$ cat config.mk
export PLATFORM = sky130hd
export DESIGN_NAME = acc_back
export DESIGN_NICKNAME = d
export VERILOG_FILES = /design/src/rtl/adc_trim_calibrated_correction_unit_macros.svh /design/src/rtl/acc_pkg.sv /design/src/rtl/acc_back.sv
export SDC_FILE = /design/constraint.sdc
export NUM_CORES = 2
export LEC_CHECK = 0
export BUFFER_PORTS_ARGS = -buffer_cell sky130_fd_sc_hd__buf_2
export CORE_UTILIZATION = 64
export CTS_CLUSTER_SIZE = 16
export DETAILED_ROUTE_END_ITERATION = 8
export GPL_TIMING_DRIVEN = 0
export HOLD_SLACK_MARGIN = 0.06
export PLACE_DENSITY_LB_ADDON = 0.25
export RECOVER_POWER = 100
export SLEW_MARGIN = 40
export SYNTH_ARGS = -nofsm -noshare
export SYNTH_HDL_FRONTEND = slang
export SYNTH_SLANG_ARGS = --single-unit
$ cat constraint.sdc
create_clock -name clk -period 7.85 [get_ports clk]
set_input_delay 0.3925 -clock clk [delete_from_list [all_inputs] [get_ports clk]]
set_output_delay 0.3925 -clock clk [all_outputs]
set_load 0.01 [all_outputs]
$ cat src/rtl/adc_trim_calibrated_correction_unit_macros.svh
// Assertion helpers for the top-level RTL. Each use names a label and the checked
// expressions; the clock is clk and the active-low reset is rst_n.
`ifndef ADC_TRIM_CALIBRATED_CORRECTION_UNIT_MACROS_SVH
`define ADC_TRIM_CALIBRATED_CORRECTION_UNIT_MACROS_SVH

`ifndef NO_ASSERTIONS
`define ACC_ASSERT_ALWAYS(lbl, expr) \
  lbl: assert property (@(posedge clk) disable iff (!rst_n) (expr)) \
    else $error("assertion failed");
`define ACC_ASSERT_IMP(lbl, ante, cons) \
  lbl: assert property (@(posedge clk) disable iff (!rst_n) (ante) |-> (cons)) \
    else $error("assertion failed");
`define ACC_ASSERT_NEXT(lbl, ante, cons) \
  lbl: assert property (@(posedge clk) disable iff (!rst_n) (ante) |=> (cons)) \
    else $error("assertion failed");
`else
`define ACC_ASSERT_ALWAYS(lbl, expr)
`define ACC_ASSERT_IMP(lbl, ante, cons)
`define ACC_ASSERT_NEXT(lbl, ante, cons)
`endif

`endif

$ cat src/rtl/acc_pkg.sv
package acc_pkg;

  localparam int RAW_BITS = 12;
  localparam int CH_W     = 5;
  localparam int GAIN_W   = 13;
  localparam int D_W      = 10;
  localparam int M_W      = 20;
  localparam int Q_W      = 11;
  localparam int K_W      = 11;
  localparam int X_W      = 11;
  localparam int B_W      = 23;
  localparam int N_W      = 23;
  localparam int CCM_W    = 14;
  localparam int CC_W     = 15;
  localparam int MV_W     = 18;
  localparam int RS_W     = 15;

  localparam int SCALE    = 1000;
  localparam int X1_MAIN  = 1441;
  localparam int X1_LOW   = 150;

  // Reciprocals for exact truncating division of a 20-bit value by the code spans.
  localparam int RECIP_W     = 23;
  localparam int RECIP_SHIFT = 32;
  localparam logic [RECIP_W-1:0] RECIP_DX_MAIN = 23'd2340582;
  localparam logic [RECIP_W-1:0] RECIP_DX_LOW  = 23'd7146369;

  // Reciprocal of 1000 for products below 2**27.
  localparam int R1K_W     = 28;
  localparam int R1K_SHIFT = 37;
  localparam logic [R1K_W-1:0] RECIP_1000 = 28'd137438954;

  localparam int MV_MAX = 131071;
  localparam int MV_MIN = -131072;
  localparam int RS_MAX = 32767;

  localparam int MQ_DEPTH = 8;
  localparam int MQ_AW    = 3;
  localparam int OQ_DEPTH = 32;
  localparam int OQ_AW    = 5;

  localparam logic [CH_W-1:0] CH_GRP_A      = 5'd7;
  localparam logic [CH_W-1:0] CH_GRP_B      = 5'd8;
  localparam logic [CH_W-1:0] CH_GRP_C      = 5'd9;
  localparam logic [CH_W-1:0] CH_LOW_RANGE  = 5'd10;
  localparam logic [CH_W-1:0] CH_PASS_FIRST = 5'd15;
  localparam logic [CH_W-1:0] CH_PASS_LAST  = 5'd17;
  localparam logic [CH_W-1:0] CH_GRP_A_ALT  = 5'd18;
  localparam logic [CH_W-1:0] CH_LAST       = 5'd18;

  localparam logic REG_TRIM_LO = 1'b0;
  localparam logic REG_TRIM_HI = 1'b1;

  typedef struct packed {
    logic                     invalid;
    logic                     pass;
    logic [RAW_BITS-1:0]      raw;
    logic [GAIN_W-1:0]        gain;
    logic [K_W-1:0]           k;
    logic signed [B_W-1:0]    b;
  } mid_item_t;

  typedef struct packed {
    logic      valid;
    mid_item_t item;
  } link_t;

  typedef struct packed {
    logic                   status;
    logic signed [CC_W-1:0] cc;
    logic signed [MV_W-1:0] mv;
    logic [RS_W-1:0]        rs;
  } result_t;

  // Ideal gain per channel, (v2 - v1) * 1000 / (x2 - x1) truncated.
  function automatic logic [GAIN_W-1:0] gain_of(input logic [CH_W-1:0] ch);
    logic [GAIN_W-1:0] g;
    unique case (ch) inside
      5'd2, 5'd11:         g = 13'd457;
      5'd7, 5'd8, 5'd18:   g = 13'd1525;
      5'd9:                g = 13'd2746;
      5'd10:               g = 13'd6655;
      5'd14:               g = 13'd1678;
      default:             g = 13'd305;
    endcase
    return g;
  endfunction

endpackage

$ cat src/rtl/acc_back.sv
module acc_back (
  input  logic             clk,
  input  logic             rst_n,
  input  acc_pkg::link_t   issue,
  output logic             res_valid,
  output acc_pkg::result_t res
);
  import acc_pkg::*;

  localparam int PM_W  = CCM_W + GAIN_W;
  localparam int PR_W  = RAW_BITS + GAIN_W;
  localparam int MVM_W = PM_W + R1K_W - R1K_SHIFT;
  localparam int RSV_W = PR_W + R1K_W - R1K_SHIFT;

  typedef struct packed {
    logic                invalid;
    logic                pass;
    logic [RAW_BITS-1:0] raw;
    logic [GAIN_W-1:0]   gain;
    logic [K_W-1:0]      k;
    logic                neg;
    logic [N_W-1:0]      num;
    logic [K_W-1:0]      rem;
    logic [N_W-1:0]      quo;
  } dv_t;

  typedef struct packed {
    logic                   invalid;
    logic                   pass;
    logic [RAW_BITS-1:0]    raw;
    logic                   neg;
    logic signed [CC_W-1:0] cc;
    logic [PM_W-1:0]        pm;
    logic [PR_W-1:0]        pr;
  } p1_t;

  typedef struct packed {
    logic                   invalid;
    logic                   pass;
    logic [RAW_BITS-1:0]    raw;
    logic                   neg;
    logic signed [CC_W-1:0] cc;
    logic [MVM_W-1:0]       mvmag;
    logic [RSV_W-1:0]       rsv;
  } p2_t;

  // One restoring quotient bit per stage.
  function automatic dv_t div_step(input dv_t s);
    dv_t         o;
    logic [K_W:0] trial;
    logic        ge;
    o     = s;
    trial = {s.rem, s.num[N_W-1]};
    ge    = (trial >= {1'b0, s.k});
    o.rem = K_W'(ge ? (trial - {1'b0, s.k}) : trial);
    o.num = {s.num[N_W-2:0], 1'b0};
    o.quo = {s.quo[N_W-2:0], ge};
    return o;
  endfunction

  dv_t                    st_r [0:N_W];
  logic [N_W:0]           sv_r;
  dv_t                    st0_nxt;
  logic [N_W-1:0]         rawk;
  logic signed [N_W:0]    nsig;
  p1_t                    p1_nxt, p1_r;
  p2_t                    p2_nxt, p2_r;
  logic [1:0]             pv_r;
  logic [CCM_W-1:0]       ccmag;
  logic [PM_W+R1K_W-1:0]  mvprod;
  logic [PR_W+R1K_W-1:0]  rsprod;
  logic signed [MVM_W:0]  mvs;

  // Numerator raw * 1000 - b, split into sign and magnitude.
  always_comb begin
    rawk            = N_W'(issue.item.raw) * N_W'(SCALE);
    nsig            = $signed({1'b0, rawk}) - (N_W+1)'(issue.item.b);
    st0_nxt.invalid = issue.item.invalid;
    st0_nxt.pass    = issue.item.pass;
    st0_nxt.raw     = issue.item.raw;
    st0_nxt.gain    = issue.item.gain;
    st0_nxt.k       = issue.item.k;
    st0_nxt.neg     = nsig[N_W];
    st0_nxt.num     = N_W'(nsig[N_W] ? -nsig : nsig);
    st0_nxt.rem     = '0;
    st0_nxt.quo     = '0;
  end

  always_ff @(posedge clk) begin
    st_r[0] <= st0_nxt;
    for (int i = 0; i < N_W; i++) begin
      st_r[i+1] <= div_step(st_r[i]);
    end
  end

  always_comb begin
    ccmag          = st_r[N_W].quo[CCM_W-1:0];
    p1_nxt.invalid = st_r[N_W].invalid;
    p1_nxt.pass    = st_r[N_W].pass;
    p1_nxt.raw     = st_r[N_W].raw;
    p1_nxt.neg     = st_r[N_W].neg;
    p1_nxt.cc      = st_r[N_W].neg ? -$signed({1'b0, ccmag}) : $signed({1'b0, ccmag});
    p1_nxt.pm      = PM_W'(ccmag) * PM_W'(st_r[N_W].gain);
    p1_nxt.pr      = PR_W'(st_r[N_W].raw) * PR_W'(st_r[N_W].gain);
  end

  always_comb begin
    mvprod         = (PM_W+R1K_W)'(p1_r.pm) * (PM_W+R1K_W)'(RECIP_1000);
    rsprod         = (PR_W+R1K_W)'(p1_r.pr) * (PR_W+R1K_W)'(RECIP_1000);
    p2_nxt.invalid = p1_r.invalid;
    p2_nxt.pass    = p1_r.pass;
    p2_nxt.raw     = p1_r.raw;
    p2_nxt.neg     = p1_r.neg;
    p2_nxt.cc      = p1_r.cc;
    p2_nxt.mvmag   = mvprod[R1K_SHIFT +: MVM_W];
    p2_nxt.rsv     = rsprod[R1K_SHIFT +: RSV_W];
  end

  always_ff @(posedge clk) begin
    p1_r <= p1_nxt;
    p2_r <= p2_nxt;
  end

  always_ff @(posedge clk) begin
    if (!rst_n) begin
      sv_r <= '0;
      pv_r <= '0;
    end else begin
      sv_r <= {sv_r[N_W-1:0], issue.valid};
      pv_r <= {pv_r[0], sv_r[N_W]};
    end
  end

  // Sign, saturation and the special channels.
  always_comb begin
    mvs = p2_r.neg ? -$signed({1'b0, p2_r.mvmag}) : $signed({1'b0, p2_r.mvmag});
    res.status = 1'b0;
    if (p2_r.invalid) begin
      res.status = 1'b1;
      res.cc     = '0;
      res.mv     = '0;
      res.rs     = '0;
    end else if (p2_r.pass) begin
      res.cc = $signed(CC_W'(p2_r.raw));
      res.mv = $signed(MV_W'(p2_r.raw));
      res.rs = RS_W'(p2_r.raw);
    end else begin
      res.cc = p2_r.cc;
      if (mvs > MV_MAX) begin
        res.mv = MV_W'(MV_MAX);
      end else if (mvs < MV_MIN) begin
        res.mv = MV_W'(MV_MIN);
      end else begin
        res.mv = MV_W'(mvs);
      end
      res.rs = (p2_r.rsv > RS_MAX) ? RS_W'(RS_MAX) : RS_W'(p2_r.rsv);
    end
  end

  assign res_valid = pv_r[1];

endmodule

==> PnR_summary.wiki <==
{| class="wikitable"
! Metric !! Value
|-
| Run status || complete, no violations
|-
| Clk pin slew, worst setup/hold paths || 0.06 ns
|-
| Cell type with the highest aggregate area in the netlist || dfxtp_1
|-
| Reg-to-reg setup timing slack || 0.34 ns
|-
| Aggregate global-route resource usage || 25.8%
|-
| Leading post-synthesis cells by cell area || dfxtp_1 42%, fa_1 18%, ha_1 15%
|-
| Row cnt || 131
|-
| Number of setup violations in the final report || 0
|-
| Arrival time at the worst endpoint || 8.15 ns
|-
| Mean instance size in the synthesized netlist || 10.7 µm²
|-
| Final slew viol count || 0
|-
| CTS Buffer Depth || 3
|-
| Count of warnings emitted by yosys || 0
|-
| Die outline height || 361 µm
|-
| Via-to-Cell Ratio || 5.27
|-
| Antenna violations before repair || 5
|-
| Kind of end point of the critical path || register
|-
| Launching point of the worst reg2reg path || p1_r[14]
|-
| Unrepaired setup endpoints after global routing || false
|-
| Global-route wire length before repair || 269000 µm
|-
| Hold path endpoint || st_r[0][79]
|-
| Fin Hold WS || 0.204 ns
|-
| Number of setup buffers added after CTS || 0
|-
| Synth Flop Type || dfxtp_1
|-
| IO Port Bufs || 113
|-
| Most numerous cell types in the synthesized netlist || 1720 x dfxtp_1, 1563 x inv_1, 991 x ha_1
|-
| Clock tree from TritonCTS || done
|-
| Insertion delay of the later-clocked pin in the worst-skew pair || 0.79 ns
|-
| Largest fanout on the critical path || 7
|-
| Final number of hold-violating endpoints || 0
|-
| Slew Limit Headroom || 5.56%
|-
| Async SR Flop Fraction || 0%
|-
| Most used standard cell by instance count after synthesis || dfxtp_1
|-
| Type of origin of the critical path || register
|-
| Number of primary I/O pins || 114
|-
| Worst-margin pin slew || 1.41 ns
|-
| Worst hold path depth || 2
|-
| Max frequency || 0.133 GHz
|-
| Data required, critical path || 8.49 ns
|-
| Final weighted congestion in routability-driven placement || 0.965
|-
| Count of vias placed by the detailed router || 51630
|-
| Post-detailed-route DRC marker count || 0
|-
| Via count of the first global-routing pass || 54320
|-
| Syn_nets || 9471
|-
| # nets final || 9790
|-
| H-tree depth || 4
|-
| Final HPWL DP || 123000 µm
|-
| Iteration-0 DRC count of the detailed router || 3088
|-
| FF-to-FF End || p2_r[15]
|-
| Fraction of final layout cells with drive strength greater than 1 || 4.56%
|-
| Shortest clock period the worst path allows after layout || 7.51 ns
|-
| Wire length per cell after detailed routing || 16.6 µm
|-
| Placeable core area || 128000 µm²
|-
| Kind of critical path || register to register
|-
| Pin count of the biggest net entering global routing || 17
|-
| Synthesized netlist cell count || 7684
|-
| Number of synthesized flops with an enable pin || 0
|-
| Count of unique library cells instantiated by Yosys || 74
|-
| Final clock period utilization by the worst path || 95.7%
|-
| Largest clock skew in the final design || 0.0593 ns
|-
| Syn-to-layout area delta || 10.7%
|-
| Proportion of synthesized chip area in sequential cells || 41.8%
|-
| Grt ovf || 0
|-
| Max-cap check violation count || 0
|-
| Design area || 91200 µm²
|-
| X dimension of the die || 361 µm
|-
| Antenna-violating nets left || 0
|-
| Initial standard-cell utilization of the core || 64.5%
|-
| Placed standard-cell area || 85100 µm²
|-
| Launch point of the worst path || p1_r[14]
|-
| FF+latch count, synth || 1720
|-
| Cell area after technology mapping || 82400 µm²
|-
| Cell count of the worst reg-to-reg path || 22
|-
| Area fraction of the dominant cell type after synthesis || 41.8%
|-
| Clock sink count || 1720
|-
| Number of search-and-repair iterations in the first detailed-routing pass || 6
|-
| Die Outline Area || 130000 µm²
|-
| Startpoint of the tightest hold check path || issue[44]
|-
| Root buffer selected by CTS || clkbuf_16
|-
| Number of buffers added by the clock tree synthesis step || 160
|-
| Diode insertion count for antenna repair || 0
|-
| Classification of the worst-slack hold path || primary input to register
|-
| Final Routed Wirelength || 163000 µm
|}
[worst max path at each step]
stage	endpoint	slack, ns
after floorplan	p2_r[15]	1.13
after global placement	p2_r[15]	-0.07
after detailed placement	p2_r[15]	-0.22
after CTS	p2_r[14]	0.05
after global routing	p2_r[15]	0.01
final	p2_r[15]	0.34
[layout make-up]
cell class	count	area [µm²]
Timing Repair Buffer	157	945
Tap cell	1662	2080
Clock buffer	216	4520
Sequential cell	1720	34400
Clock inverter	81	1240
Fill cell	8977	36500
Multi-Input combinational cell	4292	41700
Buffer	109	415
Inverter	1563	5870
[repair_timing]
action	4_1_cts	5_1_grt
endpoints found under the hold margin	53	0
gates resized for setup	2	6
setup endpoints to repair	3	5
hold buffers	44	0
[layer usage]
metal  vias up  part of all wire, %  track usage [%]
met2      1290                   49             45.1
met5         -                    0                0
met3       330                  5.2             3.95
met1     24942                   42             32.5
li1      25068                    -                -
met4         0                  3.2             8.71
[critical path, stage by stage (launching register included)]
cell and delay (ns):
dfxtp_2 0.52, inv_1 0.24, ha_1 0.38, inv_1 0.09
fa_1 0.53, inv_1 0.06, fa_1 0.42, fa_1 0.50
fa_1 0.49, inv_1 0.06, fa_1 0.52, fa_1 0.53
ha_1 0.35, a21oi_1 0.12, o21ai_0 0.14, a211o_1 0.32
o21a_1 0.23, o21ai_1 0.22, a21oi_1 0.13, o41ai_2 0.55
o21ai_1 0.30, o311a_1 0.37, or3_1 0.30
[cells by family (layout without fill, tap and decap cells)]
group                      count (synthesis)  in the layout  synth area share [%]
buffers and inverters                   1672           2126                  7.63
xor gates and xnor gates                 168            168                  1.79
adders and majority gates               1723           1723                  32.8
DFF                                     1720           1720                  41.8
AOI/OAI and AO/OA                        947            947                  7.41
and+or+nand+nor                         1402           1402                  7.90
muxes                                     52             52                 0.633
[per-stage QoR]
step                      setup TNS [ns]  setup slack (ns)  util [%]  instances
after CTS                              0            0.0500      71.5       9800
after global placement            -0.115           -0.0713      66.6       9459
after detailed placement          -0.477            -0.217      66.7       9459
after global routing                   0            0.0102      71.4       9800
after floorplan                        0              1.13         -       7684
final                                  0             0.341      71.4       9800
[flip-flops by register name (all words and copies together) (netlist names)]
| name | count |
|---|---|
| st_r | 1548 |
| p1_r | 82 |
| p2_r | 64 |
| sv_r | 24 |
| pv_r | 2 |
[cells in the final DEF (no fill, tap or decap), types with 53 or more instances in the layout]
cell type     n
dfxtp_1    1715
inv_1      1563
ha_1        991
fa_1        732
nand2_1     620
o21ai_0     276
nor2_1      241
clkbuf_1    178
o31ai_1     163
clkbuf_16   160
a21oi_1     149
xnor2_1     122
and2_1      120
a21boi_0    115
nand3_1      95
a21o_1       66
buf_2        66
nor3_1       57
nand4_1      56
nor2b_1      53
Power is not shown: default switching activity piles up to over one toggle a cycle in this logic, so the estimate is an artifact.
