$ cat config.mk
export PLATFORM = sky130hd
export DESIGN_NAME = acc_front
export DESIGN_NICKNAME = d
export VERILOG_FILES = /design/src/rtl/adc_trim_calibrated_correction_unit_macros.svh /design/src/rtl/acc_pkg.sv /design/src/rtl/acc_front.sv
export SDC_FILE = /design/constraint.sdc
export NUM_CORES = 1
export LEC_CHECK = 0
export ABC_AREA = 1
export BUFFER_PORTS_ARGS = -buffer_cell sky130_fd_sc_hd__buf_2
export CAP_MARGIN = 25
export CORE_MARGIN = 3
export CORE_UTILIZATION = 55
export DETAILED_ROUTE_END_ITERATION = 7
export PLACE_DENSITY = 0.77
export SYNTH_ARGS = -nofsm -noshare
export SYNTH_HDL_FRONTEND = slang
export SYNTH_SLANG_ARGS = --single-unit
$ cat constraint.sdc
create_clock -name clk -period 6.3 [get_ports clk]
set_input_delay 0 -clock clk [delete_from_list [all_inputs] [get_ports clk]]
set_output_delay 0 -clock clk [all_outputs]
set_load 0.02 [all_outputs]
$ cat src/rtl/adc_trim_calibrated_correction_unit_macros.svh
// Assertion helpers for the top-level RTL. Each use names a label and the checked
// expressions; the clock is clk and the active-low reset is rst_n.
`ifndef ADC_TRIM_CALIBRATED_CORRECTION_UNIT_MACROS_SVH
`define ADC_TRIM_CALIBRATED_CORRECTION_UNIT_MACROS_SVH

`ifndef NO_ASSERTIONS
`define ACC_ASSERT_ALWAYS(lbl, expr) \
  lbl: assert property (@(posedge clk) disable iff (!rst_n) (expr)) \
    else $error("assertion failed");
`define ACC_ASSERT_IMP(lbl, ante, cons) \
  lbl: assert property (@(posedge clk) disable iff (!rst_n) (ante) |-> (cons)) \
    else $error("assertion failed");
`define ACC_ASSERT_NEXT(lbl, ante, cons) \
  lbl: assert property (@(posedge clk) disable iff (!rst_n) (ante) |=> (cons)) \
    else $error("assertion failed");
`else
`define ACC_ASSERT_ALWAYS(lbl, expr)
`define ACC_ASSERT_IMP(lbl, ante, cons)
`define ACC_ASSERT_NEXT(lbl, ante, cons)
`endif

`endif

$ cat src/rtl/acc_pkg.sv
package acc_pkg;

  localparam int RAW_BITS = 12;
  localparam int CH_W     = 5;
  localparam int GAIN_W   = 13;
  localparam int D_W      = 10;
  localparam int M_W      = 20;
  localparam int Q_W      = 11;
  localparam int K_W      = 11;
  localparam int X_W      = 11;
  localparam int B_W      = 23;
  localparam int N_W      = 23;
  localparam int CCM_W    = 14;
  localparam int CC_W     = 15;
  localparam int MV_W     = 18;
  localparam int RS_W     = 15;

  localparam int SCALE    = 1000;
  localparam int X1_MAIN  = 1441;
  localparam int X1_LOW   = 150;

  // Reciprocals for exact truncating division of a 20-bit value by the code spans.
  localparam int RECIP_W     = 23;
  localparam int RECIP_SHIFT = 32;
  localparam logic [RECIP_W-1:0] RECIP_DX_MAIN = 23'd2340582;
  localparam logic [RECIP_W-1:0] RECIP_DX_LOW  = 23'd7146369;

  // Reciprocal of 1000 for products below 2**27.
  localparam int R1K_W     = 28;
  localparam int R1K_SHIFT = 37;
  localparam logic [R1K_W-1:0] RECIP_1000 = 28'd137438954;

  localparam int MV_MAX = 131071;
  localparam int MV_MIN = -131072;
  localparam int RS_MAX = 32767;

  localparam int MQ_DEPTH = 8;
  localparam int MQ_AW    = 3;
  localparam int OQ_DEPTH = 32;
  localparam int OQ_AW    = 5;

  localparam logic [CH_W-1:0] CH_GRP_A      = 5'd7;
  localparam logic [CH_W-1:0] CH_GRP_B      = 5'd8;
  localparam logic [CH_W-1:0] CH_GRP_C      = 5'd9;
  localparam logic [CH_W-1:0] CH_LOW_RANGE  = 5'd10;
  localparam logic [CH_W-1:0] CH_PASS_FIRST = 5'd15;
  localparam logic [CH_W-1:0] CH_PASS_LAST  = 5'd17;
  localparam logic [CH_W-1:0] CH_GRP_A_ALT  = 5'd18;
  localparam logic [CH_W-1:0] CH_LAST       = 5'd18;

  localparam logic REG_TRIM_LO = 1'b0;
  localparam logic REG_TRIM_HI = 1'b1;

  typedef struct packed {
    logic                     invalid;
    logic                     pass;
    logic [RAW_BITS-1:0]      raw;
    logic [GAIN_W-1:0]        gain;
    logic [K_W-1:0]           k;
    logic signed [B_W-1:0]    b;
  } mid_item_t;

  typedef struct packed {
    logic      valid;
    mid_item_t item;
  } link_t;

  typedef struct packed {
    logic                   status;
    logic signed [CC_W-1:0] cc;
    logic signed [MV_W-1:0] mv;
    logic [RS_W-1:0]        rs;
  } result_t;

  // Ideal gain per channel, (v2 - v1) * 1000 / (x2 - x1) truncated.
  function automatic logic [GAIN_W-1:0] gain_of(input logic [CH_W-1:0] ch);
    logic [GAIN_W-1:0] g;
    unique case (ch) inside
      5'd2, 5'd11:         g = 13'd457;
      5'd7, 5'd8, 5'd18:   g = 13'd1525;
      5'd9:                g = 13'd2746;
      5'd10:               g = 13'd6655;
      5'd14:               g = 13'd1678;
      default:             g = 13'd305;
    endcase
    return g;
  endfunction

endpackage

$ cat src/rtl/acc_front.sv
module acc_front (
  input  logic                          clk,
  input  logic                          rst_n,
  input  logic                          in_push,
  output logic                          in_full,
  input  logic [acc_pkg::CH_W-1:0]      in_channel,
  input  logic [acc_pkg::RAW_BITS-1:0]  in_raw_code,
  input  logic [63:0]                   trim_lo,
  input  logic [63:0]                   trim_hi,
  input  logic                          mq_pop,
  output acc_pkg::link_t                mq_push
);
  import acc_pkg::*;

  typedef struct packed {
    logic                    invalid;
    logic                    pass;
    logic                    low;
    logic [RAW_BITS-1:0]     raw;
    logic [GAIN_W-1:0]       gain;
    logic signed [D_W-1:0]   d1;
    logic signed [D_W-1:0]   d2;
    logic                    neg;
    logic [M_W-1:0]          m;
    logic [Q_W-1:0]          q;
  } fe_t;

  function automatic logic signed [D_W-1:0] smag(input logic [7:0] mag, input logic s);
    logic signed [D_W-1:0] v;
    v = $signed({2'b00, mag});
    return s ? -v : v;
  endfunction

  logic [7:0] tb [1:16];
  for (genvar i = 0; i < 8; i++) begin : g_tb
    assign tb[i+1] = trim_lo[8*i +: 8];
    assign tb[i+9] = trim_hi[8*i +: 8];
  end

  logic                  accept;
  logic [MQ_AW:0]        used_r, used_nxt;
  logic [3:0]            v_r;
  fe_t                   f1_nxt, f1_r, f2_nxt, f2_r, f3_nxt, f3_r;
  logic signed [D_W-1:0] a1, a2, d1, d2;
  logic signed [D_W:0]   diff;
  logic [D_W-1:0]        dmag;
  logic [M_W+RECIP_W-1:0] qprod;
  logic [K_W:0]          ksum;
  logic [X_W-1:0]        x1;
  logic [Q_W+X_W-1:0]    qx;
  logic signed [B_W-1:0] d1k;
  mid_item_t             f4_nxt, f4_r;

  assign in_full = (used_r == (MQ_AW+1)'(MQ_DEPTH));
  assign accept  = in_push && !in_full;
  assign used_nxt = used_r + (MQ_AW+1)'(accept) - (MQ_AW+1)'(mq_pop);

  always_comb begin
    a1 = smag({1'b0, tb[3][4:0], tb[1][2:1]}, tb[1][0]);
    a2 = smag({tb[4][5:0], tb[2][2:1]}, tb[2][0]);
    unique case (in_channel) inside
      CH_GRP_B: begin
        d1 = a1 + smag({2'b00, tb[8][4:3], tb[7][4:1]}, tb[7][0]);
        d2 = a2 + smag({1'b0, tb[10][4:0], tb[8][2:1]}, tb[8][0]);
      end
      CH_GRP_C: begin
        d1 = a1 + smag({2'b00, tb[14][4:3], tb[12][4:1]}, tb[12][0]);
        d2 = a2 + smag({1'b0, tb[16][4:0], tb[14][2:1]}, tb[14][0]);
      end
      CH_LOW_RANGE: begin
        d1 = smag({1'b0, tb[11][3:0], tb[9][3:1]}, tb[9][0]);
        d2 = smag({1'b0, tb[15][3:0], tb[13][3:1]}, tb[13][0]);
      end
      CH_GRP_A, CH_GRP_A_ALT: begin
        d1 = a1 + smag({2'b00, tb[5][6:1]}, tb[5][0]);
        d2 = a2 + smag({1'b0, tb[6][7:1]}, tb[6][0]);
      end
      default: begin
        d1 = a1;
        d2 = a2;
      end
    endcase
    f1_nxt         = '0;
    f1_nxt.invalid = (in_channel > CH_LAST);
    f1_nxt.pass    = (in_channel >= CH_PASS_FIRST) && (in_channel <= CH_PASS_LAST);
    f1_nxt.low     = (in_channel == CH_LOW_RANGE);
    f1_nxt.raw     = in_raw_code[RAW_BITS-1:0];
    f1_nxt.gain    = gain_of(in_channel);
    f1_nxt.d1      = d1;
    f1_nxt.d2      = d2;
  end

  // Stage 2: delta difference magnitude times 1000.
  always_comb begin
    diff       = (D_W+1)'(f1_r.d2) - (D_W+1)'(f1_r.d1);
    dmag       = D_W'(diff[D_W] ? -diff : diff);
    f2_nxt     = f1_r;
    f2_nxt.neg = diff[D_W];
    f2_nxt.m   = M_W'(dmag) * M_W'(SCALE);
  end

  // Stage 3: divide by the code span through its reciprocal.
  always_comb begin
    qprod    = (M_W+RECIP_W)'(f2_r.m) *
               (M_W+RECIP_W)'(f2_r.low ? RECIP_DX_LOW : RECIP_DX_MAIN);
    f3_nxt   = f2_r;
    f3_nxt.q = qprod[RECIP_SHIFT +: Q_W];
  end

  // Stage 4: gain error k and offset b.
  always_comb begin
    ksum  = f3_r.neg ? ((K_W+1)'(SCALE) - (K_W+1)'(f3_r.q))
                     : ((K_W+1)'(SCALE) + (K_W+1)'(f3_r.q));
    x1    = f3_r.low ? X_W'(X1_LOW) : X_W'(X1_MAIN);
    qx    = (Q_W+X_W)'(f3_r.q) * (Q_W+X_W)'(x1);
    d1k   = B_W'(f3_r.d1) * $signed(B_W'(SCALE));
    f4_nxt.invalid = f3_r.invalid;
    f4_nxt.pass    = f3_r.pass;
    f4_nxt.raw     = f3_r.raw;
    f4_nxt.gain    = f3_r.gain;
    f4_nxt.k       = K_W'(ksum);
    f4_nxt.b       = f3_r.neg ? (d1k + $signed({1'b0, qx})) : (d1k - $signed({1'b0, qx}));
  end

  always_ff @(posedge clk) begin
    if (!rst_n) begin
      used_r <= '0;
      v_r    <= '0;
    end else begin
      used_r <= used_nxt;
      v_r    <= {v_r[2:0], accept};
    end
  end

  always_ff @(posedge clk) begin
    f1_r <= f1_nxt;
    f2_r <= f2_nxt;
    f3_r <= f3_nxt;
    f4_r <= f4_nxt;
  end

  assign mq_push.valid = v_r[3];
  assign mq_push.item  = f4_r;

endmodule

==> results.md, run 1 <==
* CTS buffer count at 24
* Critical path class: flop to flop
* Ys Warns at 0
* Fmax at 167.4 MHz
* R2R Path End: mq_push[18]
* Relative slew margins at 37.19%
* Clk Latency, worst-skew pair at 570 ps
* Worst Hold Class: input pin to flop
* Final nets at 4739
* Fin. max-slew vios at 0
* Post-synth EDFFs at 0
* Clock buffer depth at 3
* Hold endpoint: f1_r[43]
* Commonest non-fill, non-tap cell in the layout: inv_1
* Final core utilization at 63.98%
* Final Cycle Share at 94.84%
* Register area share after synthesis at 15.50%
* Core area at 49360 um^2
* Final setup violation count at 0
* Hold path startpoint: trim_hi[1]
* Area growth, synth to finish at 13.73%
* Worst Path Buf+Inv at 9
* Arr. time, crit path at 6490 ps
* Critical Path Source Type: flop
* Synth Area in Adders at 42.71%
* Max Cap Viol at 0
* Worst setup margin at 325.3 ps
* Placed insts at 4411
* 1st-pass router iterations at 6
* GRT overflow at 0
* Clk root buf: clkbuf_16
* Initial antenna violation count at 1
* Vias in the first global route at 23430
* Register bit total from synthesis at 215
* Share of layout cells above drive strength 1 at 9.515%
* Clk_skew at 14.95 ps
* Mapped Area at 27770 um^2
* Largest net degree at the start of global routing at 38
* Post-route ant nets at 0
* Die Y at 230.7 um
* Drt initial violations at 1367
* Critical path capture point type: flop
* Total clock sinks at 215
* DP Worst Slack at 125.5 ps
* All-Layer GR Usage at 26.02%
* Worst stage delay on the critical path at 570 ps
* Final hold vios at 0
* Period minus WS final at 5975 ps
* Worst-Margin Slew at 933.7 ps
* Initial Util at 56.26%
* Die area at 53220 um^2
* Port bufs at 161
* R2r setup slk at 330 ps
* CTS tree: yes
* Status: completed
* # IOs at 212
* Worst Hold Depth at 5
* Worst reg2reg path depth at 30
* Max FO, Critical Path at 8
* Synth Flop Type: dfxtp_1
* Critical Path RT at 6810 ps
* CP top delay family: adder cells
* RR Startpoint: f3_r[77]
* Commonest cells after routing, fill and taps aside: inv_1, nand2_1, ha_1
* Per-cell routed wire length at 15.10 um
* DRC viols at 0
* Mux share of post-synthesis cell area at 0%
* Synth Area in Compound Gates at 8.512%
* Synth Instances at 3547
* Die Wd at 230.7 um
* Unrepaired setup endpoints after global routing: true
* Vias per cell at 5.138
* H-tree depth at 1
* Post-Route WL at 68300 um
* Final Wtd Congestion at 0.9750
* Post-Synth XOR/XNOR Area at 3.722%
* Dpl hpwl at 57390 um
* Asr flop ratio synth at 0%
* Largest family of logic cells by synthesized area: adder cells
* # rows at 81
* Syn Area/Cell at 7.828 um^2
* Clk slew on worst S/H paths at 60 ps
* Simple-Gate Fraction of Synth Area at 16.54%
* Critical-path top delay cell: fa_1
* Via count at 23230
* Cell Count, Final, Fillers Out at 4522
* Distinct cell type count after synthesis at 54
* First-pass GRT wire length at 113300 um
-- kinds of logic after synthesis --
kind of cell / count (synthesis)
buffers and inverters: 950
adders and majority gates: 748
other: 2
xor gates and xnor gates: 118
and+or+nand+nor: 1100
DFF: 215
AOI/OAI and AO/OA: 414
-- metrics by stage --
| step | hold WS, ps | instance area (um^2) | setup TNS [ps] |
|---|---|---|---|
| after floorplan | 27.72 | 27800 | 0 |
| after global placement | 102.7 | 29850 | 0 |
| after detailed placement | 103.9 | 29850 | 0 |
| after CTS | 18.13 | 31420 | 0 |
| after global routing | 47.70 | 31580 | -142.5 |
| final | 36.90 | 31580 | 0 |
-- worst min-delay path: cells and delay by family --
family	cells	cell delay [ps]
buf+inv	2	170
compound gates	2	260
fa+ha+maj	1	130
-- routing by layer --
metal,up-vias,track usage [%],part of all wire (%)
met5,-,0,0
met4,0,8.948,3.8
met3,170,4.664,6.5
met2,681,44.76,48
met1,10850,33.02,42
li1,11530,-,-
-- area by class of cell --
type / instances / area (um^2)
Sequential cell: 215 / 4312
Clock buffer: 26 / 618.1
Multi-Input combinational cell: 2391 / 20030
Tap cell: 664 / 830.8
Fill cell: 4142 / 17780
Clock inverter: 15 / 272.8
Timing Repair Buffer: 316 / 2152
Inverter: 894 / 3361
Antenna cell: 1 / 2.502
-- cells in the mapped netlist, types with 8 or more instances --
cell | n | share of area (%)
a21o_1 | 15 | 0.41
a21oi_1 | 167 | 3.0
a31oi_1 | 11 | 0.25
buf_2 | 16 | 0.29
clkbuf_1 | 31 | 0.42
dfxtp_1 | 215 | 16
fa_1 | 333 | 24
ha_1 | 415 | 19
inv_1 | 886 | 12
nand2_1 | 598 | 8.1
nand3_1 | 144 | 2.6
nand4_1 | 37 | 0.83
nor2_1 | 232 | 3.1
nor3_1 | 49 | 0.88
o211ai_1 | 16 | 0.43
o21a_1 | 9 | 0.24
o21ai_0 | 131 | 2.4
o21ai_1 | 8 | 0.14
o21bai_1 | 16 | 0.43
or2_2 | 15 | 0.34
xnor2_1 | 25 | 0.79
xor2_1 | 93 | 2.9
-- registers in the layout (all words and copies together) (netlist names) --
name and flops:
mq_push 59, f2_r 54, f3_r 48, f1_r 46, used_r 4, v_r 4
-- timing repair --
action / in CTS / in global routing
hold endpoints to repair: 53 / 0
setup endpoints to repair: 0 / 15
gates resized for setup: 0 / 50
hold buffers: 68 / 0
setup buffers: 0 / 1
-- worst max-delay path by stage --
stage | startpoint | endpoint | slack (ps) | depth (start not counted)
2_1_floorplan | f3_r[77] | mq_push[20] | 150 | 33
3_3_place_gp | f3_r[77] | mq_push[21] | 220 | 29
3_5_place_dp | f3_r[2] | mq_push[20] | 130 | 30
4_1_cts | f3_r[2] | mq_push[20] | 70 | 30
5_1_grt | f3_r[77] | mq_push[21] | -50 | 36
6_report | f3_r[77] | mq_push[18] | 330 | 30
Power of run 1 is not shown: default switching activity piles up to over one toggle a cycle in this logic, so the estimate is an artifact.
==> inputs of run 2 (changes only) <==
--- a/config.mk
+++ b/config.mk
@@ -11,7 +11,7 @@
 export CORE_MARGIN = 3
 export CORE_UTILIZATION = 55
 export DETAILED_ROUTE_END_ITERATION = 7
-export PLACE_DENSITY = 0.77
+export PLACE_DENSITY = 0.74
 export SYNTH_ARGS = -nofsm -noshare
 export SYNTH_HDL_FRONTEND = slang
 export SYNTH_SLANG_ARGS = --single-unit
==> constraint.sdc (replaced) <==
create_clock -name clk -period 5.5 [get_ports clk]
set_input_delay 0 -clock clk [delete_from_list [all_inputs] [get_ports clk]]
set_output_delay 0 -clock clk [all_outputs]
set_load 0.02 [all_outputs]
==> run 2 against run 1 <==
  * Count of clock-buffer cells in the layout stayed put
  * Sequential share of layout area shrank 1.7 points
  * Die area did not move
  * The run now ends with setup timing left
  * Critical path depth is 1 lower
  * First-iteration DRC count rose by 34%
  * Register-to-register slack worse by 510 ps
==> results.md, run 2 (synthesis gave the netlist of run 1 again) <==
* Clk Latency, worst-skew pair at 580 ps
* Post-Route WL at 79850 um
* Drt initial violations at 1830
* Relative slew margins at 35.41%
* Clock buffer depth at 3
* Share of layout cells above drive strength 1 at 25.50%
* Max Cap Viol at 0
* Critical path capture point type: flop
* Initial antenna violation count at 1
* Critical Path RT at 6030 ps
* Max FO, Critical Path at 10
* Hold path startpoint: trim_hi[2]
* Vias in the first global route at 25170
* CTS tree: yes
* H-tree depth at 1
* CTS buffer count at 24
* Hold endpoint: f1_r[43]
* Placed insts at 4644
* Critical-path top delay cell: fa_1
* Critical path class: flop to flop
* Period minus WS final at 5686 ps
* 1st-pass router iterations at 6
* Final Wtd Congestion at 0.9714
* Max reg flops at 59
* Worst reg2reg path depth at 29
* Largest net degree at the start of global routing at 38
* Commonest non-fill, non-tap cell in the layout: inv_1
* Final hold vios at 0
* Core area at 49360 um^2
* Final nets at 5029
* Total clock sinks at 215
* Worst Hold Depth at 5
* Unrepaired setup endpoints after global routing: true
* Post-route ant nets at 0
* Cell Count, Final, Fillers Out at 4815
* All-Layer GR Usage at 27.91%
* Status: finished with violations
* Filler instances at 3455
* Dpl hpwl at 60350 um
* Fin. max-slew vios at 0
* Die area at 53220 um^2
* GRT overflow at 0
* R2r setup slk at -190 ps
* Vias per cell at 5.227
* CP startpoint: f3_r[77]
* Via count at 25170
* Per-cell routed wire length at 16.58 um
* # IOs at 212
* Clk slew on worst S/H paths at 60 ps
* Final Cycle Share at 103.4%
* Critical Path Source Type: flop
* Clk root buf: clkbuf_16
* Worst Path Buf+Inv at 7
* RR Startpoint: f3_r[77]
* Clk_skew at 17.25 ps
* Initial Util at 56.26%
* # rows at 81
* Worst-Margin Slew at 967.8 ps
* Worst stage delay on the critical path at 550 ps
* Worst setup margin at -186.4 ps
* Arr. time, crit path at 6210 ps
* Fmax at 175.9 MHz
* Commonest cells after routing, fill and taps aside: inv_1, nand2_1, buf_4
* Die Y at 230.7 um
* First-pass GRT wire length at 121600 um
* Failing checks: setup timing
* DRC viols at 0
* CP top delay family: adder cells
* R2R Path End: mq_push[15]
* Die Wd at 230.7 um
* Most Frequent Cell on Critical Path: nand2_1
* Worst Hold Class: input pin to flop
* Area growth, synth to finish at 29.80%
* Port bufs at 161
* Final setup violation count at 8
-- run 2: repair_timing --
action,CTS,global route
hold buffers,69,0
cloned,1,1
endpoints found under the setup margin,30,35
hold endpoints to repair,53,0
pin swaps,94,235
buffers inserted,11,44
resized for setup,202,377
-- run 2: layout make-up --
cell class              instances  area (um^2)  area share [%]
clock buffers                  26        618.1           1.715
repair buffers                606         4489           12.46
clock inverters                17        220.2          0.6110
flip-flops and latches        215         4317           11.98
inverters                     894         3373           9.359
multi-input cells            2391        22190           61.56
well taps                     664        830.8           2.305
diodes                          2        5.005         0.01389
-- run 2: stage by stage --
| stage | cell area (um^2) | hold WS (ps) | worst slack (ps) | util (%) | TNS, ps |
|---|---|---|---|---|---|
| 6_report | 36040 | 59.46 | -186.4 | 73.02 | -866.8 |
| 5_1_grt | 36040 | 39.73 | -528.9 | 73.02 | -5758 |
| 4_1_cts | 34200 | 21.01 | -99.08 | 69.30 | -699.5 |
| 3_5_place_dp | 31740 | 103.9 | -336.6 | 64.31 | -5397 |
| 3_3_place_gp | 31740 | 102.3 | -372.9 | 64.31 | -4196 |
| 2_1_floorplan | 28000 | 27.72 | -20.75 | - | -34.90 |
-- run 2: how the worst max path moves through the flow --
stage / end / cells past startpoint
global placement: mq_push[18] / 26
finish: mq_push[15] / 29
floorplan: mq_push[20] / 33
global route: mq_push[21] / 30
detailed placement: mq_push[20] / 30
CTS: mq_push[20] / 30
-- run 2: per-layer routing --
layer | GRT usage [%] | share of wire [%] | wire (um) | vias up
met4 | 9.955 | 4.6 | 3659 | 0
met5 | 0 | 0 | 0 | -
met2 | 49.12 | 50 | 39810 | 884
met1 | 35.21 | 40 | 32050 | 11910
li1 | - | - | - | 12120
met3 | 3.665 | 5.4 | 4326 | 263
-- run 2: worst reg2reg max path: cells and delay by family (launching register included) --
kind / cells / cell delay [ps]
adders and majority gates: 6 / 2660
DFF: 1 / 370
and+or+nand+nor: 8 / 780
buffers and inverters: 7 / 510
xor gates and xnor gates: 2 / 460
AOI/OAI and AO/OA: 6 / 860
Power of run 2 is left out for the same reason.
