--- src/rtl/adc_trim_calibrated_correction_unit_macros.svh ---
// Assertion helpers for the top-level RTL. Each use names a label and the checked
// expressions; the clock is clk and the active-low reset is rst_n.
`ifndef ADC_TRIM_CALIBRATED_CORRECTION_UNIT_MACROS_SVH
`define ADC_TRIM_CALIBRATED_CORRECTION_UNIT_MACROS_SVH

`ifndef NO_ASSERTIONS
`define ACC_ASSERT_ALWAYS(lbl, expr) \
  lbl: assert property (@(posedge clk) disable iff (!rst_n) (expr)) \
    else $error("assertion failed");
`define ACC_ASSERT_IMP(lbl, ante, cons) \
  lbl: assert property (@(posedge clk) disable iff (!rst_n) (ante) |-> (cons)) \
    else $error("assertion failed");
`define ACC_ASSERT_NEXT(lbl, ante, cons) \
  lbl: assert property (@(posedge clk) disable iff (!rst_n) (ante) |=> (cons)) \
    else $error("assertion failed");
`else
`define ACC_ASSERT_ALWAYS(lbl, expr)
`define ACC_ASSERT_IMP(lbl, ante, cons)
`define ACC_ASSERT_NEXT(lbl, ante, cons)
`endif

`endif

--- src/rtl/acc_pkg.sv ---
package acc_pkg;

  localparam int RAW_BITS = 12;
  localparam int CH_W     = 5;
  localparam int GAIN_W   = 13;
  localparam int D_W      = 10;
  localparam int M_W      = 20;
  localparam int Q_W      = 11;
  localparam int K_W      = 11;
  localparam int X_W      = 11;
  localparam int B_W      = 23;
  localparam int N_W      = 23;
  localparam int CCM_W    = 14;
  localparam int CC_W     = 15;
  localparam int MV_W     = 18;
  localparam int RS_W     = 15;

  localparam int SCALE    = 1000;
  localparam int X1_MAIN  = 1441;
  localparam int X1_LOW   = 150;

  // Reciprocals for exact truncating division of a 20-bit value by the code spans.
  localparam int RECIP_W     = 23;
  localparam int RECIP_SHIFT = 32;
  localparam logic [RECIP_W-1:0] RECIP_DX_MAIN = 23'd2340582;
  localparam logic [RECIP_W-1:0] RECIP_DX_LOW  = 23'd7146369;

  // Reciprocal of 1000 for products below 2**27.
  localparam int R1K_W     = 28;
  localparam int R1K_SHIFT = 37;
  localparam logic [R1K_W-1:0] RECIP_1000 = 28'd137438954;

  localparam int MV_MAX = 131071;
  localparam int MV_MIN = -131072;
  localparam int RS_MAX = 32767;

  localparam int MQ_DEPTH = 8;
  localparam int MQ_AW    = 3;
  localparam int OQ_DEPTH = 32;
  localparam int OQ_AW    = 5;

  localparam logic [CH_W-1:0] CH_GRP_A      = 5'd7;
  localparam logic [CH_W-1:0] CH_GRP_B      = 5'd8;
  localparam logic [CH_W-1:0] CH_GRP_C      = 5'd9;
  localparam logic [CH_W-1:0] CH_LOW_RANGE  = 5'd10;
  localparam logic [CH_W-1:0] CH_PASS_FIRST = 5'd15;
  localparam logic [CH_W-1:0] CH_PASS_LAST  = 5'd17;
  localparam logic [CH_W-1:0] CH_GRP_A_ALT  = 5'd18;
  localparam logic [CH_W-1:0] CH_LAST       = 5'd18;

  localparam logic REG_TRIM_LO = 1'b0;
  localparam logic REG_TRIM_HI = 1'b1;

  typedef struct packed {
    logic                     invalid;
    logic                     pass;
    logic [RAW_BITS-1:0]      raw;
    logic [GAIN_W-1:0]        gain;
    logic [K_W-1:0]           k;
    logic signed [B_W-1:0]    b;
  } mid_item_t;

  typedef struct packed {
    logic      valid;
    mid_item_t item;
  } link_t;

  typedef struct packed {
    logic                   status;
    logic signed [CC_W-1:0] cc;
    logic signed [MV_W-1:0] mv;
    logic [RS_W-1:0]        rs;
  } result_t;

  // Ideal gain per channel, (v2 - v1) * 1000 / (x2 - x1) truncated.
  function automatic logic [GAIN_W-1:0] gain_of(input logic [CH_W-1:0] ch);
    logic [GAIN_W-1:0] g;
    unique case (ch) inside
      5'd2, 5'd11:         g = 13'd457;
      5'd7, 5'd8, 5'd18:   g = 13'd1525;
      5'd9:                g = 13'd2746;
      5'd10:               g = 13'd6655;
      5'd14:               g = 13'd1678;
      default:             g = 13'd305;
    endcase
    return g;
  endfunction

endpackage

--- src/rtl/acc_queue.sv ---
module acc_queue (
  input  logic           clk,
  input  logic           rst_n,
  input  acc_pkg::link_t wr,
  input  logic           pop,
  output acc_pkg::link_t head
);
  import acc_pkg::*;

  mid_item_t        mem_r [MQ_DEPTH];
  logic [MQ_AW-1:0] wp_r, rp_r;
  logic [MQ_AW:0]   cnt_r;
  logic             do_pop;

  assign do_pop     = pop && (cnt_r != '0);
  assign head.valid = (cnt_r != '0);
  assign head.item  = mem_r[rp_r];

  always_ff @(posedge clk) begin
    if (!rst_n) begin
      wp_r  <= '0;
      rp_r  <= '0;
      cnt_r <= '0;
    end else begin
      if (wr.valid) begin
        wp_r <= wp_r + 1'b1;
      end
      if (do_pop) begin
        rp_r <= rp_r + 1'b1;
      end
      cnt_r <= cnt_r + (MQ_AW+1)'(wr.valid) - (MQ_AW+1)'(do_pop);
    end
  end

  always_ff @(posedge clk) begin
    if (wr.valid) begin
      mem_r[wp_r] <= wr.item;
    end
  end

endmodule

--- config.mk ---
export PLATFORM = sky130hd
export DESIGN_NAME = acc_queue
export DESIGN_NICKNAME = d
export VERILOG_FILES = /design/src/rtl/adc_trim_calibrated_correction_unit_macros.svh /design/src/rtl/acc_pkg.sv /design/src/rtl/acc_queue.sv
export SDC_FILE = /design/constraint.sdc
export NUM_CORES = 1
export LEC_CHECK = 0
export ABC_AREA = 1
export BUFFER_PORTS_ARGS = -buffer_cell sky130_fd_sc_hd__buf_2
export CAP_MARGIN = 20
export CORE_UTILIZATION = 25
export CTS_BUF_LIST = sky130_fd_sc_hd__clkbuf_2
export CTS_CLUSTER_SIZE = 10
export DETAILED_ROUTE_END_ITERATION = 12
export GPL_TIMING_DRIVEN = 0
export PLACE_DENSITY = 0.5
export SETUP_SLACK_MARGIN = 0.15
export SLEW_MARGIN = 20
export SYNTH_ARGS = -nofsm -noshare
export SYNTH_HDL_FRONTEND = slang
export SYNTH_SLANG_ARGS = --single-unit
--- constraint.sdc ---
create_clock -name clk -period 5.7 [get_ports clk]
set_clock_uncertainty 0.2 [all_clocks]
set_input_delay 0.285 -clock clk [delete_from_list [all_inputs] [get_ports clk]]
set_output_delay 0.285 -clock clk [all_outputs]
set_load 0.05 [all_outputs]
==> results of run 1 <==
-- state kept, by name, indices dropped and copies added (netlist names), named ones only --
signal and cells:
cnt_r 4, mem_r 488, rp_r 3, wp_r 3
-- final timing paths --
check                               from  depth (start not counted)  slack (ps)            to
worst max-delay path            register                          6        1970      head[20]
worst min-delay path              wr[61]                          4         240  mem_r[7][11]
worst max register to register   wp_r[0]                          5        3250  mem_r[0][26]
worst min register to register   wp_r[0]                          2         300       wp_r[0]
-- kinds of logic (layout without fill, tap and decap cells) --
logic type / count (synthesis) / after routing / share of synthesized area
AOI/OAI and AO/OA: 12 / 12 / 0.00276
DFF: 501 / 501 / 0.684
buffers and inverters: 600 / 1098 / 0.109
and+or+nand+nor: 1077 / 1077 / 0.200
adders and majority gates: 7 / 7 / 0.00436
other: 0 / 3 / 0
-- tightest hold or removal path, cell delays in order --
cell           delay [ps]
dlygate4sd3_1         550
buf_2                 140
nand2_1               290
nor2_4                130
-- per-layer routing --
layer  GRT usage  vias to the layer above
met5           0                        -
li1            -                     7702
met3      0.0237                      100
met1       0.172                     6978
met2       0.220                      328
met4      0.0500                        0
-- cells in the final DEF, fill, tap and decap left out, drive strengths merged --
cell type / Yosys / final
nand2: 808 / 808
diode: 0 / 3
edfxtp: 488 / 488
nor2: 17 / 17
nand3: 250 / 250
dfxtp: 13 / 13
inv: 505 / 506
clkinv: 1 / 56
clkbuf: 25 / 187
or2: 2 / 2
fa: 1 / 1
dlygate4sd3: 0 / 129
o21ai: 4 / 4
buf: 69 / 219
a21oi: 8 / 8
ha: 6 / 6
bufinv: 0 / 1
-- final cells by class --
| type | instances | area, µm² |
|---|---|---|
| Fill cell | 8863 | 58900 |
| Sequential cell | 501 | 14900 |
| Multi-Input combinational cell | 1096 | 4580 |
| Timing Repair Buffer | 279 | 2510 |
| Inverter | 506 | 1900 |
| Tap cell | 1144 | 1430 |
| Clock buffer | 162 | 811 |
| Buffer | 94 | 465 |
| Clock inverter | 57 | 251 |
| Antenna cell | 3 | 7.51 |
-- power by group --
part | internal (mW) | switching [mW] | leakage, nW
sequential | 4.14 | 0.0255 | 4.54
combinational | 0.802 | 2.36 | 6.95
clock | 0.828 | 1.46 | 0.799
-- through the flow --
step,total power [mW],std cells
floorplan,6.36,2197
global placement,7.38,3466
detailed placement,7.40,3491
CTS,9.77,3839
global route,10.2,3841
finish,9.61,3842
-- what timing repair did --
action,in CTS,in global routing
endpoints found under the setup margin,0,0
hold buffers,129,0
endpoints found under the hold margin,849,0
==> metrics.yaml, run 1 <==
cts-buffers-inserted: 121
wl_per_cell_um: 15.2
io_pins: 127
ant_nets: 0
fp-row-count: 107
preCtsSetupSlack_ps: 3110
finalHoldViolCount: 0
routed_wl_mm: 58.5
netlist_area_mm2: 0.0218
antenna_found_initial: 3
initial_core_util: 0.254
clock_latency_ps: 1120
synth_cell_types: 17
core_area_mm2: 0.0858
clkTransAtPathRegs_ps: 110
ys_top_cells_by_count: "nand2_1 (808), inv_1 (503), edfxtp_1 (488), nand3_1 (250), buf_2 (51)"
dp_hpwl_mm: 37.6
outcome: "completed"
h-tree-depth: 3
startpoint_type: "register"
final_util: 0.313
hold_path.class: "primary input to register"
tightest_slew_ps: 727
drc: 0
port_buffers: 125
first_pass_iters: 9
grt_max_degree: 23
p_leak_nw: 12.3
synthFlopType: "edfxtp_1"
critPathBufInv: 4
async_flop_share: 0
critical-path-top-delay-family: "buffers and inverters"
grt_pass1_wl_mm: 88.6
yosysTopAreaCellShare: 0.672
grt.total_usage: 0.133
worst_ep_arrival_time_ps: 3250
cts_tree: "built"
cts_root_buf: "clkbuf_2"
min_period_ps: 3730
overflow: 0
final_layout_size_suffix_gt1_frac: 0.148
top_layer: "met4"
rsz0062_at_grt: "no"
path_max_fanout: 10
postSynthAreaPerCell_um2: 9.92
setup_viol: 0
die_w_um: 297
clk_path_buf_depth: 3
path_class: "register to output port"
drt-initial-drc-count: 775
yosys.cell_count.top_type: "nand2_1"
cts_setup_buffers: 0
yosysTopAreaCell: "edfxtp_1"
fmax_mhz: 268
critical_path.cell_chain: "buf_2 -> clkinv_1 -> clkbuf_1 -> nand2_1 -> nand2_1 -> buf_2"
grt_pass1_vias: 14800
synth_cells: 2197
maxSlewViolCount: 0
critPathMaxStageDelay_ps: 480
synth_edf_count: 488
routed-wl-met3_mm: 2.39
syn-num-nets: 2269
fin_crit_sh: 0.655
die_area_mm2: 0.0884
required_ps: 5220
ctsResizeCount: 0
clock-sinks: 501
vias_per_cell: 3.93
place_area_mm2: 0.0245
fin_ws_ps: 1970
slowest_stage: "clkinv_1"
die_h_um: 297
gp_congestion: 0.714
synthTopCellsByArea: "edfxtp_1 (67%), nand2_1 (14%), inv_1 (8.7%)"
setup-tns-final_ps: 0
p_per_area_mw_per_mm2: 358
wl_met2_mm: 27.9
maxSlewHeadroom: 0.514
synth-seq-area-share: 0.684
cap_violations: 0
layout-area-overhead-vs-synth_pct: 23.3
nNetsFinal: 2671
finalInstanceArea_mm2: 0.0269
vias: 15100
wirelength_met1_mm: 26.8
peakVddDrop_v: 0.000151
fin_hold_ws_ps: 238
yosysWarnings: 0
synth_seq_cells: 501
crit_path_end_kind: "output port"
Note: power is estimated with default switching activity, not from simulation.
==> run 2: changes to the inputs <==
==> constraint.sdc (replaced) <==
create_clock -name clk -period 3.5 [get_ports clk]
set_clock_uncertainty 0.2 [all_clocks]
set_input_delay 0.175 -clock clk [delete_from_list [all_inputs] [get_ports clk]]
set_output_delay 0.175 -clock clk [all_outputs]
set_load 0.05 [all_outputs]
==> run 2 against run 1 <==
- sequential cell count did not move
- worst hold slack improved by 71 ps
- non-clock buffer count rose by 3
- largest cell class unchanged
- worst setup slack got worse by 1600 ps
==> metrics.yaml, run 2 (synthesis gave the netlist of run 1 again) <==
die_h_um: 297
maxSlewHeadroom: 0.531
drc: 0
largest_register_ffs: 488
outcome: "completed"
gp_congestion: 0.715
startpoint_type: "register"
ff2ff_setup_slack_ps: 620
final_cell_mix: "nand2_1 (805), inv_1 (503), edfxtp_1 (488)"
top_register: "mem_r"
hold_path.class: "register to register"
rsz0062_at_grt: "no"
dp_cells: 3492
critical-path-top-delay-family: "buffers and inverters"
worst_ep_arrival_time_ps: 2730
grt.total_usage: 0.134
clkTransAtPathRegs_ps: 110
crit_end: "head[51]"
cap_violations: 0
p_per_area_mw_per_mm2: 589
drt-initial-drc-count: 881
setup_viol: 0
grt_pass1_vias: 15000
reg2reg_to: "cnt_r[0]"
path_class: "register to output port"
port_buffers: 125
cp.depth: 6
critical_path.cell_chain: "buf_2 -> clkinv_4 -> clkbuf_2 -> nand2_1 -> nand2_1 -> buf_4"
final_cells: 3848
p_leak_nw: 12.6
peakVddDrop_v: 0.000288
routed_wl_mm: 59.0
n_fill_cell: 8834
initial_core_util: 0.254
crit_path_end_kind: "output port"
clock-sinks: 501
critPathMaxStageDelay_ps: 320
die_w_um: 297
place_area_mm2: 0.0245
vias: 15200
io_pins: 127
finalHoldViolCount: 0
path_max_fanout: 10
cpMostUsedCell: "nand2_1"
dp_hpwl_mm: 38.0
clock_latency_ps: 1100
first_pass_iters: 5
timing.rr.start: "cnt_r[2]"
nNetsFinal: 2673
h-tree-depth: 3
die_area_mm2: 0.0884
clk_path_buf_depth: 3
vias_per_cell: 3.94
min_period_ps: 3110
grt_max_degree: 22
layout-area-overhead-vs-synth_pct: 25.3
overflow: 0
top_regs: "mem_r: 488 flops, cnt_r: 4 flops"
antenna_found_initial: 1
fp-row-count: 107
tightest_slew_ps: 702
maxSlewViolCount: 0
cts_root_buf: "clkbuf_2"
critPathBufInv: 4
ant_nets: 0
cts_tree: "built"
slowest_stage: "dfxtp_1"
wl_per_cell_um: 15.3
core_area_mm2: 0.0858
reg2reg_depth: 10
required_ps: 3120
mostFrequentLayoutCell: "nand2_1"
fmax_mhz: 322
cts-buffers-inserted: 120
final_layout_size_suffix_gt1_frac: 0.167
grt_pass1_wl_mm: 89.1
fin_crit_sh: 0.888
finalInstanceArea_mm2: 0.0273
## run 2: cell types whose count changed in the layout (fill, tap and decap cells not counted), moves of 12 or more
cell	previous run	this run
clkbuf_2	162	205
buf_4	13	57
clkbuf_1	25	1
clkinv_1	47	35
buf_2	176	101
buf_6	0	29
## run 2: worst min path at each step
| stage | depth (start not counted) | end | slack (ps) | from |
|---|---|---|---|---|
| 6_report | 2 | wp_r[0] | 310 | wp_r[0] |
| 5_1_grt | 3 | mem_r[6][22] | 220 | wr[22] |
| 3_3_place_gp | 1 | mem_r[3][22] | 250 | wr[22] |
| 3_5_place_dp | 1 | mem_r[3][22] | 250 | wr[22] |
| 2_1_floorplan | 0 | mem_r[0][0] | 70 | wr[0] |
| 4_1_cts | 3 | mem_r[1][57] | 120 | wr[57] |
## run 2: repair_timing
item,CTS,global route
endpoints found under the setup margin,61,12
setup buffers,1,0
hold buffers,130,0
hold endpoints to repair,989,0
cloned,0,0
resized for setup,139,11
## run 2: routing by layer
metal | track usage | routed length, µm
met5 | 0 | 0
met4 | 0.0582 | 1640
met3 | 0.0236 | 2650
met2 | 0.222 | 27800
met1 | 0.171 | 26800
## run 2: worst reg2reg max path: stages (launching register included)
cell	delay, ps
dfxtp_1	320
inv_1	70
ha_1	140
nand3_1	250
nand3_1	210
o21ai_0	110
ha_1	280
nand2_1	70
dlygate4sd3_1	550
inv_1	40
dlygate4sd3_1	550
## run 2: final cells by class
class                   instances  area, µm²  area share
diodes                          1       2.50   0.0000916
plain buffers                  94        699      0.0256
clock buffers                 181        906      0.0332
clock inverters                43        169     0.00619
inverters                     506       1910      0.0699
multi-input cells            1096       4580       0.168
flip-flops and latches        501      14900       0.546
well taps                    1144       1430      0.0524
repair buffers                282       2690      0.0986
## run 2: where the power goes
| group | internal, mW | switching, mW |
|---|---|---|
| registers | 6.74 | 0.0434 |
| clock network | 1.38 | 2.35 |
| logic | 1.64 | 3.92 |
## run 2: stage by stage
step	hold WS, ps	power (mW)	util	worst slack [ps]	setup TNS, ps
floorplan	73.9	10.4	-	-391	-95380
global placement	253	12.0	0.278	-3330	-1035920
detailed placement	253	12.1	0.286	1050	0
CTS	116	16.3	0.318	121	0
global route	219	17.1	0.318	153	0
finish	309	16.1	0.318	394	0
==> run 3: changes to the inputs <==
--- a/config.mk
+++ b/config.mk
@@ -9,7 +9,7 @@
 export BUFFER_PORTS_ARGS = -buffer_cell sky130_fd_sc_hd__buf_2
 export CAP_MARGIN = 20
 export CORE_UTILIZATION = 25
-export CTS_BUF_LIST = sky130_fd_sc_hd__clkbuf_2
+export CTS_BUF_LIST = sky130_fd_sc_hd__clkbuf_8
 export CTS_CLUSTER_SIZE = 10
 export DETAILED_ROUTE_END_ITERATION = 12
 export GPL_TIMING_DRIVEN = 0
==> run 3 against run 2 <==
- final cell count decreased by 3.8%
- critical path depth did not move
- sequential power about the same
- sequential cell count did not move
- worst hold slack worse by 170 ps
- sequential share of layout area is 1.3 points higher
- critical path type unchanged
==> metrics.yaml, run 3 (synthesis gave the netlist of run 1 again) <==
outcome: "completed"
clock_latency_ps: 640
wl_met2_mm: 27.4
antenna_found_initial: 1
fin_hold_ws_ps: 138
critical-path-top-delay-family: "buffers and inverters"
wirelength_met1_mm: 26.4
dp_cells: 3492
overflow: 0
cts_root_buf: "clkbuf_8"
tightest_slew_ps: 731
critPathBufInv: 4
critical_path.cell_chain: "buf_2 -> clkinv_1 -> buf_1 -> nand2_1 -> nand2_1 -> buf_2"
power_switching_mw: 6.21
timing.rr.start: "cnt_r[2]"
hold_path.class: "primary input to register"
cts_setup_buffers: 0
ff2ff_setup_slack_ps: 1210
worst_ep_arrival_time_ps: 2780
cap_violations: 0
p_per_area_mw_per_mm2: 624
ant_nets: 0
grt_pass1_wl_mm: 86.8
clkTransAtPathRegs_ps: 60
layout-area-overhead-vs-synth_pct: 22.3
vias_per_cell: 3.95
routed-wl-met3_mm: 2.66
required_ps: 3120
peakVddDrop_v: 0.000255
top_layer: "met4"
p_sw_frac: 0.374
cts_tree: "built"
critPathMaxStageDelay_ps: 500
top_regs: "mem_r: 488 flops, cnt_r: 4 flops"
nNetsFinal: 2570
final_cell_mix: "nand2_1 (808), inv_1 (538), edfxtp_1 (488)"
fp-row-count: 107
crit_path_end_kind: "output port"
setup_viol: 0
finalInstanceArea_mm2: 0.0267
final_layout_size_suffix_gt1_frac: 0.126
io_pins: 127
grt_max_degree: 22
h-tree-depth: 3
vias: 14600
p_seq_frac: 0.409
largest_register_ffs: 488
grt_pass1_vias: 14200
pwr-share-comb: 0.309
hold_start: "wr[38]"
top_register: "mem_r"
ctsResizeCount: 0
dp_hpwl_mm: 38.0
p_clk_frac: 0.282
path_max_fanout: 10
cts-buffers-inserted: 83
first_pass_iters: 5
clock-sinks: 501
hold_path_depth: 2
core_area_mm2: 0.0858
fmax_mhz: 317
path_class: "register to output port"
min_period_ps: 3150
holdPathEnd: "mem_r[6][38]"
maxSlewHeadroom: 0.512
routed_wl_mm: 58.0
maxSlewViolCount: 0
die_h_um: 297
startpoint_type: "register"
wl_per_cell_um: 15.7
finalHoldViolCount: 0
reg2reg_to: "cnt_r[2]"
die_area_mm2: 0.0884
rsz0062_at_grt: "no"
reg2reg_depth: 10
initial_core_util: 0.254
gp_congestion: 0.715
place_area_mm2: 0.0245
clk_path_buf_depth: 3
p_leak_nw: 12.1
final_cells: 3703
intPower_mw: 10.4
grt.total_usage: 0.131
cts_hold_buf: 65
mostFrequentLayoutCell: "nand2_1"
drc: 0
power.total_mw: 16.6
slowest_stage: "clkinv_1"
fin_crit_sh: 0.901
port_buffers: 125
n_fill_cell: 8846
die_w_um: 297
drt-initial-drc-count: 960
## run 3: changes by cell type in the layout (fill, tap and decap cells not counted), sizes merged
cell / before / now
clkbuf: 211 / 114
clkinv: 42 / 20
buf: 216 / 220
clkinvlp: 0 / 1
bufinv: 0 / 1
inv: 507 / 540
dlygate4sd3: 130 / 65
## run 3: worst max-delay path by stage
stage | depth (start not counted) | to
2_1_floorplan | 2 | mem_r[0][0]
3_3_place_gp | 4 | mem_r[2][36]
3_5_place_dp | 6 | head[11]
4_1_cts | 6 | head[11]
5_1_grt | 9 | head[11]
6_report | 6 | head[11]
## run 3: metal layers
metal,GRT usage,up-vias
met4,0.0515,0
li1,-,7433
met5,0,-
met2,0.218,349
met3,0.0203,78
met1,0.171,6775
## run 3: power by group through the flow
stage / clock [mW] / sequential [mW] / combinational (mW)
finish: 4.69 / 6.79 / 5.14
global route: 5.09 / 6.80 / 5.65
CTS: 4.84 / 6.79 / 5.24
detailed placement: 0 / 6.92 / 5.16
global placement: 0 / 6.94 / 5.08
floorplan: 0 / 6.93 / 3.43
## run 3: area by class of cell
| cell class | instances | area [µm²] | share of cell area |
|---|---|---|---|
| Antenna cell | 1 | 2.50 | 0.0000939 |
| Buffer | 94 | 465 | 0.0175 |
| Clock buffer | 89 | 1220 | 0.0460 |
| Clock inverter | 56 | 245 | 0.00920 |
| Inverter | 506 | 1900 | 0.0713 |
| Multi-Input combinational cell | 1096 | 4580 | 0.172 |
| Sequential cell | 501 | 14900 | 0.560 |
| Tap cell | 1144 | 1430 | 0.0537 |
| Timing Repair Buffer | 216 | 1900 | 0.0712 |
## run 3: through the flow
stage / util / worst slack [ps] / setup TNS, ps
detailed placement: 0.286 / 1050 / 0
floorplan: - / -391 / -95380
global route: 0.311 / 233 / 0
global placement: 0.278 / -3330 / -1035920
finish: 0.311 / 346 / 0
CTS: 0.311 / 328 / 0
